==> src/hw/rtl/chs_pkg.sv <==
package chs_pkg;

	localparam int SAMPLE_BITS_DEF  = 16;
	localparam int CORDIC_STEPS_DEF = 16;

	localparam int HW         = 9;   // heading width
	localparam int TOL_W      = 9;
	localparam int OUT_W      = 16;
	localparam int ANGLE_FRAC = 16;
	localparam int HALF_TURN  = 180;
	localparam int TOL_RESET  = 15;
	localparam int TAB_LEN    = 24;
	localparam int TAB_W      = 22;
	localparam int ZW         = 27;  // angle accumulator, degrees in q16
	localparam int DW         = ZW - ANGLE_FRAC;

	localparam logic [1:0] MODE_START   = 2'd0;
	localparam logic [1:0] MODE_CAL     = 2'd1;
	localparam logic [1:0] MODE_CAPTURE = 2'd2;
	localparam logic [1:0] MODE_STEER   = 2'd3;

	localparam logic signed [ZW-1:0] Z_HALF    = ZW'(HALF_TURN * (1 << ANGLE_FRAC));
	localparam logic signed [ZW-1:0] Z_QUARTER = ZW'((HALF_TURN / 2) * (1 << ANGLE_FRAC));
	localparam logic signed [ZW-1:0] Z_FRAC    = ZW'((1 << ANGLE_FRAC) - 1);
	localparam logic signed [DW-1:0] DEG_MAX   = DW'(HALF_TURN);
	localparam logic signed [DW-1:0] DEG_MIN   = -DW'(HALF_TURN);

	// atan(2^-i) in degrees, q16
	localparam logic [TAB_W-1:0] ATAN_TAB [TAB_LEN] = '{
		22'd2949120, 22'd1740967, 22'd919879, 22'd466945,
		22'd234379, 22'd117304, 22'd58666, 22'd29335,
		22'd14668, 22'd7334, 22'd3667, 22'd1833,
		22'd917, 22'd458, 22'd229, 22'd115,
		22'd57, 22'd29, 22'd14, 22'd7,
		22'd4, 22'd2, 22'd1, 22'd0
	};

	function automatic logic [TAB_W-1:0] atan_at(input logic [4:0] idx);
		logic [TAB_W-1:0] r;
		r = '0;
		if (idx < 5'(TAB_LEN)) begin
			r = ATAN_TAB[idx];
		end
		return r;
	endfunction

	typedef enum logic [2:0] {
		S_IDLE,
		S_RANGE,
		S_CENTER,
		S_START,
		S_WAIT,
		S_OUT
	} chs_state_t;

	typedef enum logic {
		C_IDLE,
		C_ITER
	} cordic_state_t;

	typedef struct packed {
		logic busy;
		logic done;
	} cordic_sts_t;

endpackage

==> src/hw/rtl/chs_cordic.sv <==
module chs_cordic
	import chs_pkg::*;
#(
	parameter int SAMPLE_BITS  = SAMPLE_BITS_DEF,
	parameter int CORDIC_STEPS = CORDIC_STEPS_DEF
) (
	input  logic                          clk,
	input  logic                          arst_n,
	input  logic                          start,
	input  logic signed [SAMPLE_BITS+1:0] cx,
	input  logic signed [SAMPLE_BITS+1:0] cy,
	output logic signed [ZW-1:0]          z,
	output cordic_sts_t                   sts
);

	localparam int CW    = SAMPLE_BITS + 2;
	localparam int W     = CW + ANGLE_FRAC + 2;  // headroom for cordic gain
	localparam int STEPS = (CORDIC_STEPS < TAB_LEN) ? CORDIC_STEPS : TAB_LEN;
	localparam int IW    = $clog2(STEPS + 1);

	cordic_state_t state_q, state_d;
	logic signed [W-1:0]  x_q, y_q;
	logic signed [ZW-1:0] z_q;
	logic [IW-1:0]        i_q;

	logic signed [W-1:0]  xl, yl, sx, sy;
	logic signed [ZW-1:0] ang;
	logic                 finish;

	assign xl     = {{2{cx[CW-1]}}, cx, {ANGLE_FRAC{1'b0}}};
	assign yl     = {{2{cy[CW-1]}}, cy, {ANGLE_FRAC{1'b0}}};
	assign sx     = x_q >>> i_q;
	assign sy     = y_q >>> i_q;
	assign ang    = $signed(ZW'(atan_at(5'(i_q))));
	assign finish = (y_q == '0) || (i_q == IW'(STEPS));

	always_ff @(posedge clk or negedge arst_n) begin
		if (!arst_n) begin
			state_q <= C_IDLE;
		end else begin
			state_q <= state_d;
		end
	end

	always_comb begin
		state_d  = state_q;
		sts.busy = 1'b0;
		sts.done = 1'b0;
		unique case (state_q)
			C_IDLE: begin
				if (start) begin
					state_d = C_ITER;
				end
			end
			C_ITER: begin
				sts.busy = 1'b1;
				if (finish) begin
					sts.done = 1'b1;
					state_d  = C_IDLE;
				end
			end
			default: state_d = C_IDLE;
		endcase
	end

	always_ff @(posedge clk) begin
		if (state_q == C_IDLE && start) begin
			i_q <= '0;
			// axis cases are exact: park y at zero so no step runs
			priority if (cx == '0 && cy == '0) begin
				x_q <= xl;
				y_q <= '0;
				z_q <= '0;
			end else if (cy == '0) begin
				x_q <= xl;
				y_q <= '0;
				z_q <= cx[CW-1] ? Z_HALF : '0;
			end else if (cx == '0) begin
				x_q <= xl;
				y_q <= '0;
				z_q <= cy[CW-1] ? -Z_QUARTER : Z_QUARTER;
			end else if (cx[CW-1]) begin
				x_q <= -xl;
				y_q <= -yl;
				z_q <= cy[CW-1] ? -Z_HALF : Z_HALF;
			end else begin
				x_q <= xl;
				y_q <= yl;
				z_q <= '0;
			end
		end else if (state_q == C_ITER && !finish) begin
			i_q <= i_q + IW'(1);
			if (!y_q[W-1]) begin
				x_q <= x_q + sy;
				y_q <= y_q - sx;
				z_q <= z_q + ang;
			end else begin
				x_q <= x_q - sy;
				y_q <= y_q + sx;
				z_q <= z_q - ang;
			end
		end
	end

	assign z = z_q;

endmodule

==> src/hw/rtl/compass_heading_steer.sv <==
// compass heading and steer decision
// input stream: s_tdata = {mag_y, mag_x} (two signed samples, mag_x low), s_tuser = mode
//   (0 start calibration, 1 calibration sample, 2 capture target, 3 steer)
// output stream: m_tdata = {zeros, drive_forward, heading_deg} with heading in
//   signed whole degrees, one result transaction per input transaction
// cfg_we / cfg_wdata write the heading tolerance in degrees (reset 15)
// an accepted sample goes through range update, centering, then a shared
// shift-add cordic unit doing one rotation per cycle, stopping when y reaches
// zero or at its step limit; the result then waits for the output register,
// and the next sample is taken
// the cycle after the result is loaded
// s_tready is high only while the sequencer is idle; one finished result may
// wait in the output register while the next sample is accepted
// if the receiver stalls, the next result waits inside until the output
// register empties
// reset clears the ranges and target to zero, the tolerance to 15 and
// drops m_tvalid
module compass_heading_steer
	import chs_pkg::*;
#(
	parameter int SAMPLE_BITS  = SAMPLE_BITS_DEF,
	parameter int CORDIC_STEPS = CORDIC_STEPS_DEF
) (
	input  logic                                   clk,
	input  logic                                   arst_n,
	input  logic                                   s_tvalid,
	output logic                                   s_tready,
	input  logic [((2*SAMPLE_BITS+7)/8)*8-1:0]     s_tdata,   // mag_x, mag_y
	input  logic [1:0]                             s_tuser,   // mode
	output logic                                   m_tvalid,
	input  logic                                   m_tready,
	output logic [OUT_W-1:0]                       m_tdata,   // heading_deg, drive_forward
	input  logic                                   cfg_we,
	input  logic [TOL_W-1:0]                       cfg_wdata
);

	localparam int SB = SAMPLE_BITS;
	localparam int CW = SB + 2;

	chs_state_t state_q, state_d;

	logic [1:0]              mode_q;
	logic signed [SB-1:0]    mx_q, my_q;
	logic signed [SB-1:0]    x_max_q, x_min_q, y_max_q, y_min_q;
	logic signed [HW-1:0]    target_q;
	logic [TOL_W-1:0]        tol_q;
	logic signed [CW-1:0]    cx_q, cy_q;
	logic                    m_tvalid_q;
	logic signed [HW-1:0]    heading_q;
	logic                    fwd_q;

	logic                    start;
	logic                    load;
	logic signed [ZW-1:0]    z;
	cordic_sts_t             sts;

	logic signed [ZW-1:0]    z_bias;
	logic signed [DW-1:0]    deg_t;
	logic signed [HW-1:0]    heading;
	logic signed [HW:0]      diff;
	logic [HW:0]             diff_abs;
	logic                    fwd;

	chs_cordic #(
		.SAMPLE_BITS (SAMPLE_BITS),
		.CORDIC_STEPS(CORDIC_STEPS)
	) u_cordic (
		.clk   (clk),
		.arst_n(arst_n),
		.start (start),
		.cx    (cx_q),
		.cy    (cy_q),
		.z     (z),
		.sts   (sts)
	);

	// truncate toward zero, then clamp to a half turn
	assign z_bias = z + (z[ZW-1] ? Z_FRAC : '0);
	always_comb begin
		deg_t = z_bias[ZW-1:ANGLE_FRAC];
		if (deg_t > DEG_MAX) begin
			deg_t = DEG_MAX;
		end else if (deg_t < DEG_MIN) begin
			deg_t = DEG_MIN;
		end
	end
	assign heading  = deg_t[HW-1:0];
	assign diff     = {heading[HW-1], heading} - {target_q[HW-1], target_q};
	assign diff_abs = diff[HW] ? (HW+1)'(-diff) : diff;
	assign fwd      = (mode_q == MODE_STEER) && (diff_abs < {1'b0, tol_q});

	always_ff @(posedge clk or negedge arst_n) begin
		if (!arst_n) begin
			state_q <= S_IDLE;
		end else begin
			state_q <= state_d;
		end
	end

	always_comb begin
		state_d  = state_q;
		s_tready = 1'b0;
		start    = 1'b0;
		load     = 1'b0;
		unique case (state_q)
			S_IDLE: begin
				s_tready = 1'b1;
				if (s_tvalid) begin
					state_d = S_RANGE;
				end
			end
			S_RANGE:  state_d = S_CENTER;
			S_CENTER: state_d = S_START;
			S_START: begin
				start   = 1'b1;
				state_d = S_WAIT;
			end
			S_WAIT: begin
				if (sts.done) begin
					state_d = S_OUT;
				end
			end
			S_OUT: begin
				if (!m_tvalid_q || m_tready) begin
					load    = 1'b1;
					state_d = S_IDLE;
				end
			end
			default: state_d = S_IDLE;
		endcase
	end

	always_ff @(posedge clk) begin
		if (s_tvalid && s_tready) begin
			mode_q <= s_tuser;
			mx_q   <= s_tdata[SB-1:0];
			my_q   <= s_tdata[2*SB-1:SB];
		end
		if (state_q == S_CENTER) begin
			cx_q <= {mx_q[SB-1], mx_q, 1'b0}
				- ({{2{x_max_q[SB-1]}}, x_max_q} + {{2{x_min_q[SB-1]}}, x_min_q});
			cy_q <= {my_q[SB-1], my_q, 1'b0}
				- ({{2{y_max_q[SB-1]}}, y_max_q} + {{2{y_min_q[SB-1]}}, y_min_q});
		end
		if (load) begin
			heading_q <= heading;
			fwd_q     <= fwd;
		end
	end

	always_ff @(posedge clk or negedge arst_n) begin
		if (!arst_n) begin
			x_max_q    <= '0;
			x_min_q    <= '0;
			y_max_q    <= '0;
			y_min_q    <= '0;
			target_q   <= '0;
			tol_q      <= TOL_W'(TOL_RESET);
			m_tvalid_q <= 1'b0;
		end else begin
			if (cfg_we) begin
				tol_q <= cfg_wdata;
			end
			if (state_q == S_RANGE) begin
				if (mode_q == MODE_START) begin
					x_max_q <= mx_q;
					x_min_q <= mx_q;
					y_max_q <= my_q;
					y_min_q <= my_q;
				end else if (mode_q == MODE_CAL) begin
					if (mx_q > x_max_q) x_max_q <= mx_q;
					if (mx_q < x_min_q) x_min_q <= mx_q;
					if (my_q > y_max_q) y_max_q <= my_q;
					if (my_q < y_min_q) y_min_q <= my_q;
				end
			end
			if (load && mode_q == MODE_CAPTURE) begin
				target_q <= heading;
			end
			if (load) begin
				m_tvalid_q <= 1'b1;
			end else if (m_tready) begin
				m_tvalid_q <= 1'b0;
			end
		end
	end

	assign m_tvalid = m_tvalid_q;
	assign m_tdata  = {{(OUT_W-HW-1){1'b0}}, fwd_q, heading_q};

`ifndef SYNTH
	a_busy_after_accept: assert property (@(posedge clk) disable iff (!arst_n)
		s_tvalid && s_tready |=> !s_tready)
		else $error("sample accepted while the sequencer was busy");

	a_done_while_waiting: assert property (@(posedge clk) disable iff (!arst_n)
		sts.done |-> state_q == S_WAIT)
		else $error("cordic finished outside the wait state");

	a_start_when_free: assert property (@(posedge clk) disable iff (!arst_n)
		start |-> !sts.busy)
		else $error("cordic started while busy");

	a_fwd_only_steer: assert property (@(posedge clk) disable iff (!arst_n)
		load && mode_q != MODE_STEER |=> !m_tdata[HW])
		else $error("drive_forward set outside steer mode");

	a_heading_range: assert property (@(posedge clk) disable iff (!arst_n)
		m_tvalid |-> ($signed(m_tdata[HW-1:0]) <= $signed(DEG_MAX[HW-1:0]))
			&& ($signed(m_tdata[HW-1:0]) >= $signed(DEG_MIN[HW-1:0])))
		else $error("heading outside a half turn");
`endif

endmodule

==> config.mk <==
export PLATFORM = sky130hd
export DESIGN_NAME = compass_heading_steer
export DESIGN_NICKNAME = d
export VERILOG_FILES = /design/src/hw/rtl/chs_pkg.sv /design/src/hw/rtl/chs_cordic.sv /design/src/hw/rtl/compass_heading_steer.sv
export SDC_FILE = /design/constraint.sdc
export NUM_CORES = 1
export LEC_CHECK = 0
export ABC_AREA = 1
export BUFFER_PORTS_ARGS = -buffer_cell sky130_fd_sc_hd__buf_2
export CAP_MARGIN = 20
export CORE_MARGIN = 1.5
export CORE_UTILIZATION = 35
export DETAILED_ROUTE_END_ITERATION = 16
export SYNTH_ARGS = -nofsm -noshare
export SYNTH_HDL_FRONTEND = slang
export SYNTH_SLANG_ARGS = --single-unit
==> constraint.sdc <==
create_clock -name clk -period 14.65 [get_ports clk]
set_clock_uncertainty 0.15 [all_clocks]
set_input_delay 0 -clock clk [delete_from_list [all_inputs] [get_ports clk]]
set_output_delay 0 -clock clk [all_outputs]
set_load 0.02 [all_outputs]
==> metrics.log, run 1 <==
INFO  metric syn_inst = 4142
INFO  metric ys_seq_area_share = 27.2%
INFO  metric yosys_warnings = 0
INFO  metric final_min_period_over_clock_period = 44.4%
INFO  metric number_of_distinct_library_cell_variants_in_the_gate_level_netlist_after_synthesis = 59
INFO  metric regToRegStartpoint = u_cordic.i_q[4]$_SDFFE_PP0P_
INFO  metric worstSkewPairLatency = 0.56 ns
INFO  metric synth-seq-cells = 271
INFO  metric ant_nets = 0
INFO  metric clock_tree.htree_level_count = 2
INFO  metric final_net_count = 4555
INFO  metric run_status = finished, final reports clean
INFO  metric rsz0062_at_grt = no
INFO  metric layout_min_cycle_time = 6.51 ns
INFO  metric place.detailed.instances = 5147
INFO  metric largest_net_degree_at_the_start_of_global_routing = 76
INFO  metric max-cap-violations = 0
INFO  metric globalRouteOverflowTotal = 0
INFO  metric crit_path_start_kind = flop
INFO  metric async_flop_share = 32.1%
INFO  metric cts.clk_slew.worst_paths = 0.06 ns
INFO  metric syn2layout_area_growth = 11.5%
INFO  metric mostFrequentLayoutCells = 1095 x nand2_1, 473 x inv_1, 467 x nand3_1
INFO  metric crit_path_category = reg2reg
INFO  metric setup_total_negative_slack = 0 ns
INFO  metric drt_drc_violations_left = 0
INFO  metric fmax = 0.154 GHz
INFO  metric tritoncts = done
INFO  metric final_util = 39.6%
INFO  metric post_route_cells_drive_above_1_share = 5.00%
INFO  metric postCtsSetupBuffers = 0
INFO  metric cts-root-buf = clkbuf_16
INFO  metric cts_sinks = 271
INFO  metric synth.cell_area = 28200 sq um
INFO  metric route.detailed.wl_per_inst = 16.7 um
INFO  metric pin_count = 66
INFO  metric crit_arrival = 6.61 ns
INFO  metric initial_core_util = 35.5%
INFO  metric yosys_most_used_dff = edfxtp_1
INFO  metric post_route_hold_slack = 0.0182 ns
INFO  metric routed_via_density = 5.23
INFO  metric grt_antenna_before_repair = 1
INFO  metric timing.critical_path.fanout_max = 61
INFO  metric fp-row-count = 103
INFO  metric worst-r2r-setup-slack = 8.14 ns
INFO  metric cts_max_path_buffers = 3
INFO  metric die_area = 82300 sq um
INFO  metric route.vias.total = 27.8k
INFO  metric finalWirelength = 88.5 mm
INFO  metric synth.top_cells.by_area = edfxtp_1 19%, nand2_1 15%, ha_1 11%
INFO  metric post_synth.cell_area_avg = 6.81 sq um
INFO  metric min-delay-start = s_tdata[30]
INFO  metric rr_endpoint = u_cordic.x_q[18]$_DFFE_PP_
INFO  metric synth_enable_flop_cells = 179
INFO  metric hpwl = 68.7 mm
INFO  metric routabilityCongestion = 0.986
INFO  metric final-instance-count-excl-fill = 5308
INFO  metric cts_resized = 0
INFO  metric first_global_vias = 26.2k
INFO  metric die_h = 287 um
INFO  metric die_extent_in_x = 287 um
INFO  metric final_common_cell = nand2_1
INFO  metric critical_path.endpoint_type = flop
INFO  metric ff2ff_path_depth = 26
INFO  metric drt-initial-drc-count = 2595
INFO  metric report.final.hold_viol_count = 0
INFO  metric port_buffers = 59
INFO  metric headroom_to_the_max_slew_limit = 31.1%
INFO  metric drt-pass1-iter-count = 6
INFO  metric cts_hold_repair.buffers = 94
INFO  metric yosys.area.top_type = edfxtp_1
INFO  metric core_region_area = 79400 sq um
INFO  metric first_pass_grt_wire_length = 141 mm
INFO  metric report.final.setup_viol = 0
INFO  metric final_max_slew_viol_count = 0
INFO  metric holdCritPathClass = in2reg
INFO  metric critical_path_required = 14.75 ns
INFO  metric groute.usage.overall = 21.3%
INFO  metric worstHoldEndpoint = my_q[14]$_DFFE_PP_
INFO  metric worst_slew_pin_slew = 1.03 ns
INFO  metric tritoncts.num_buffers = 35
INFO  metric hold_depth = 2
INFO  metric yosysTopAreaCellShare = 19.1%
[flip-flops by register name (all words and copies together) (netlist names), 3 cells and up]
name          cells
heading_q         9
y_max_q          16
y_min_q          16
my_q             16
x_max_q          16
u_cordic.x_q     36
u_cordic.i_q      5
u_cordic.y_q     36
cy_q             18
u_cordic.z       27
x_min_q          16
tol_q             9
state_q           3
mx_q             16
cx_q             18
target_q          9
[worst max-delay path: stages (launching register included)]
cell and delay (ns):
dfxtp_1 0.30, buf_4 0.30, inv_2 0.09, buf_4 0.54
nand2_2 0.30, inv_2 0.51, nand2_1 0.10, nand2_1 0.09
inv_1 0.04, o21ai_1 0.19, inv_1 0.08, ha_1 0.21
nand3_1 0.19, inv_1 0.11, nand2_1 0.12, nand2_1 0.07
xor2_1 0.23, inv_1 0.08, ha_1 0.35, nand2_1 0.16
nor2_1 0.07, nor2_1 0.08, nand2_1 0.10, a21boi_0 0.63
o21ai_0 0.35, o21ai_0 0.42, o21ai_0 0.27
[logic make-up after synthesis]
group	after synthesis	share of synthesized area, %
adder cells (fa/ha/maj)	277	13.3
AO/OA/AOI/OAI	783	15.3
XOR/XNOR	154	4.78
other	1	0.0133
buffers and inverters	624	8.94
AND/OR/NAND/NOR	2031	30.5
multiplexers	1	0.0399
flip-flops	271	27.2
[synth_stat cells, types with 18 or more instances]
| master | count |
|---|---|
| a21oi_1 | 304 |
| a31oi_1 | 38 |
| buf_1 | 18 |
| buf_2 | 42 |
| buf_4 | 19 |
| clkbuf_1 | 39 |
| dfrtp_1 | 83 |
| edfxtp_1 | 179 |
| fa_1 | 36 |
| ha_1 | 241 |
| inv_1 | 473 |
| inv_2 | 22 |
| nand2_1 | 1097 |
| nand3_1 | 467 |
| nand4_1 | 41 |
| nor2_1 | 310 |
| nor3_1 | 38 |
| nor4_1 | 19 |
| o21ai_0 | 300 |
| o21bai_1 | 20 |
| o31ai_1 | 18 |
| xnor2_1 | 54 |
| xor2_1 | 100 |
[cell type report]
type | instances | area (sq um)
fillers | 8604 | 48000
multi-input cells | 3252 | 18100
flip-flops and latches | 271 | 7660
inverters | 499 | 1870
repair buffers | 171 | 1390
well taps | 1050 | 1310
clock buffers | 46 | 990
clock inverters | 18 | 139
diodes | 1 | 2.50
[metal layers]
layer	wire length, um	GRT usage, %	part of all wire, %
met1	41300	29.8	47
met2	39500	34.5	45
met3	5380	2.23	6.1
met4	2350	6.32	2.7
met5	13	0	0.015
[worst max-delay path by stage]
stage                                       startpoint                    endpoint  cells past startpoint
after floorplan               u_cordic.z[26]$_DFFE_PP_             fwd_q$_DFFE_PP_                     37
after global placement    u_cordic.i_q[4]$_SDFFE_PP0P_  u_cordic.x_q[18]$_DFFE_PP_                     26
after detailed placement      u_cordic.z[26]$_DFFE_PP_             fwd_q$_DFFE_PP_                     36
after CTS                     u_cordic.z[26]$_DFFE_PP_             fwd_q$_DFFE_PP_                     36
after global routing          u_cordic.z[26]$_DFFE_PP_             fwd_q$_DFFE_PP_                     36
final                     u_cordic.i_q[4]$_SDFFE_PP0P_  u_cordic.x_q[18]$_DFFE_PP_                     26
[stage by stage]
step	worst slack (ns)	instance area (sq um)
after floorplan	9.34	28200
after global placement	8.35	29300
after detailed placement	8.31	29300
after CTS	8.27	31400
after global routing	7.58	31400
final	8.14	31400
Power of run 1 is not shown: default switching activity piles up to over one toggle a cycle in this logic, so the estimate is an artifact.
==> run 2: changes to the inputs <==
clock period = 6.6 ns   (was 14.65 ns; I/O delays follow)
==> run 2 against run 1 <==
Sequential share of layout area fell by 0.19 points. Die area is the same. Critical path depth increased by 11. Worst setup slack lost 7.6 ns. Routed wire length is 1.5% lower. Non-clock buffer count increased by 16. Clock-buffer cell count unchanged. Via count increased by 0.37%.
==> metrics.log, run 2 (synthesized netlist as in run 1, its figures left out) <==
INFO  metric drt-initial-drc-count = 2488
INFO  metric setup_total_negative_slack = 0 ns
INFO  metric final_max_slew_viol_count = 0
INFO  metric ant_nets = 0
INFO  metric routabilityCongestion = 0.957
INFO  metric final_common_cell = nand2_1
INFO  metric timing.critical_path.fanout_max = 12
INFO  metric final_min_period_over_clock_period = 91.3%
INFO  metric die_area = 82300 sq um
INFO  metric crit_path_start_kind = flop
INFO  metric drt-pass1-iter-count = 7
INFO  metric critical_path.slowest_cell = edfxtp_1
INFO  metric cts.clk_slew.worst_paths = 0.06 ns
INFO  metric final_net_count = 4571
INFO  metric run_status = finished, final reports clean
INFO  metric min-delay-start = s_tdata[22]
INFO  metric pin_count = 66
INFO  metric critical_path.top_delay_family = simple AND/OR/NAND/NOR gates
INFO  metric worstHoldEndpoint = my_q[6]$_DFFE_PP_
INFO  metric core_region_area = 79400 sq um
INFO  metric route.detailed.wl_per_inst = 16.4 um
INFO  metric worst_path_bufs_invs = 3
INFO  metric groute.usage.overall = 21.0%
INFO  metric cts_max_path_buffers = 3
INFO  metric first_global_vias = 26.5k
INFO  metric mostFrequentLayoutCells = 1094 x nand2_1, 473 x inv_1, 467 x nand3_1
INFO  metric post_route_cells_drive_above_1_share = 5.43%
INFO  metric cts_sinks = 271
INFO  metric report.final.setup_viol = 0
INFO  metric nFillCells = 8523
INFO  metric port_buffers = 59
INFO  metric report.final.hold_viol_count = 0
INFO  metric crit_path_category = reg2reg
INFO  metric clock_tree.htree_level_count = 2
INFO  metric largest_net_degree_at_the_start_of_global_routing = 65
INFO  metric critical_path.max_stage_delay = 0.38 ns
INFO  metric critical_path_required = 6.86 ns
INFO  metric syn2layout_area_growth = 12.4%
INFO  metric cp_common_cell = nand2_1
INFO  metric ff2ff_path_depth = 37
INFO  metric die_h = 287 um
INFO  metric tritoncts.num_buffers = 35
INFO  metric initial_core_util = 35.5%
INFO  metric rr_endpoint = fwd_q$_DFFE_PP_
INFO  metric die_extent_in_x = 287 um
INFO  metric critical_path.endpoint_type = flop
INFO  metric holdCritPathClass = in2reg
INFO  metric finalWirelength = 87.1 mm
INFO  metric hpwl = 68.5 mm
INFO  metric seqCellArea = 7660 sq um
INFO  metric tritoncts = done
INFO  metric multiInputGateArea = 18100 sq um
INFO  metric drt_drc_violations_left = 0
INFO  metric rsz0062_at_grt = no
INFO  metric fp-row-count = 103
INFO  metric route.vias.total = 27.9k
INFO  metric first_pass_grt_wire_length = 140 mm
INFO  metric fmax = 0.166 GHz
INFO  metric routed_via_density = 5.23
INFO  metric max-cap-violations = 0
INFO  metric layout_min_cycle_time = 6.02 ns
INFO  metric regToRegStartpoint = u_cordic.z[26]$_DFFE_PP_
INFO  metric grt_antenna_before_repair = 1
INFO  metric headroom_to_the_max_slew_limit = 33.4%
INFO  metric worstSkewPairLatency = 0.58 ns
INFO  metric cts-root-buf = clkbuf_16
INFO  metric globalRouteOverflowTotal = 0
INFO  metric worst_slew_pin_slew = 0.996 ns
INFO  metric worst-r2r-setup-slack = 0.58 ns
INFO  metric crit_arrival = 6.28 ns
INFO  metric hold_depth = 2
==> run 2: area by class of cell <==
type / count / area share [%]
Antenna cell: 1 / 0.00790
Clock buffer: 46 / 3.19
Clock inverter: 18 / 0.747
Inverter: 499 / 5.92
Multi-Input combinational cell: 3252 / 57.0
Sequential cell: 271 / 24.2
Tap cell: 1050 / 4.15
Timing Repair Buffer: 187 / 4.80
==> run 2: metrics by stage <==
stage / hold WS (ns) / worst slack, ns / cell area (sq um) / cells / utilization (%)
finish: 0.0253 / 0.576 / 31700 / 5324 / 39.9
global route: 0.0121 / 0.0597 / 31700 / 5323 / 39.9
CTS: 0.00578 / 0.228 / 31600 / 5320 / 39.9
detailed placement: -0.219 / 0.265 / 29400 / 5161 / 37.1
global placement: -0.218 / 0.410 / 29400 / 5161 / 37.1
floorplan: -0.446 / 1.29 / 28200 / 4147 / -
==> run 2: how the worst max path moves through the flow <==
| stage | slack (ns) | cells past startpoint | end | from |
|---|---|---|---|---|
| 4_1_cts | 0.23 | 36 | fwd_q$_DFFE_PP_ | u_cordic.z[26]$_DFFE_PP_ |
| 5_1_grt | 0.06 | 38 | fwd_q$_DFFE_PP_ | u_cordic.z[26]$_DFFE_PP_ |
| 6_report | 0.58 | 37 | fwd_q$_DFFE_PP_ | u_cordic.z[26]$_DFFE_PP_ |
| 3_5_place_dp | 0.26 | 36 | fwd_q$_DFFE_PP_ | u_cordic.z[26]$_DFFE_PP_ |
| 3_3_place_gp | 0.41 | 36 | fwd_q$_DFFE_PP_ | u_cordic.z[26]$_DFFE_PP_ |
| 2_1_floorplan | 1.29 | 37 | fwd_q$_DFFE_PP_ | u_cordic.z[26]$_DFFE_PP_ |
==> run 2: layer usage <==
layer / vias up / routed length, um / GRT usage [%]
met2: 806 / 38400 / 34.0
met3: 143 / 5580 / 3.22
met5: - / 0 / 0
li1: 14138 / - / -
met1: 12776 / 40500 / 28.9
met4: 0 / 2580 / 6.30
==> run 2: repair_timing <==
action,in CTS,in global routing
gates resized for setup,0,1
hold endpoints to repair,163,0
setup buffers,0,2
endpoints found under the setup margin,0,1
hold buffers,95,0
Power of run 2 is left out for the same reason.
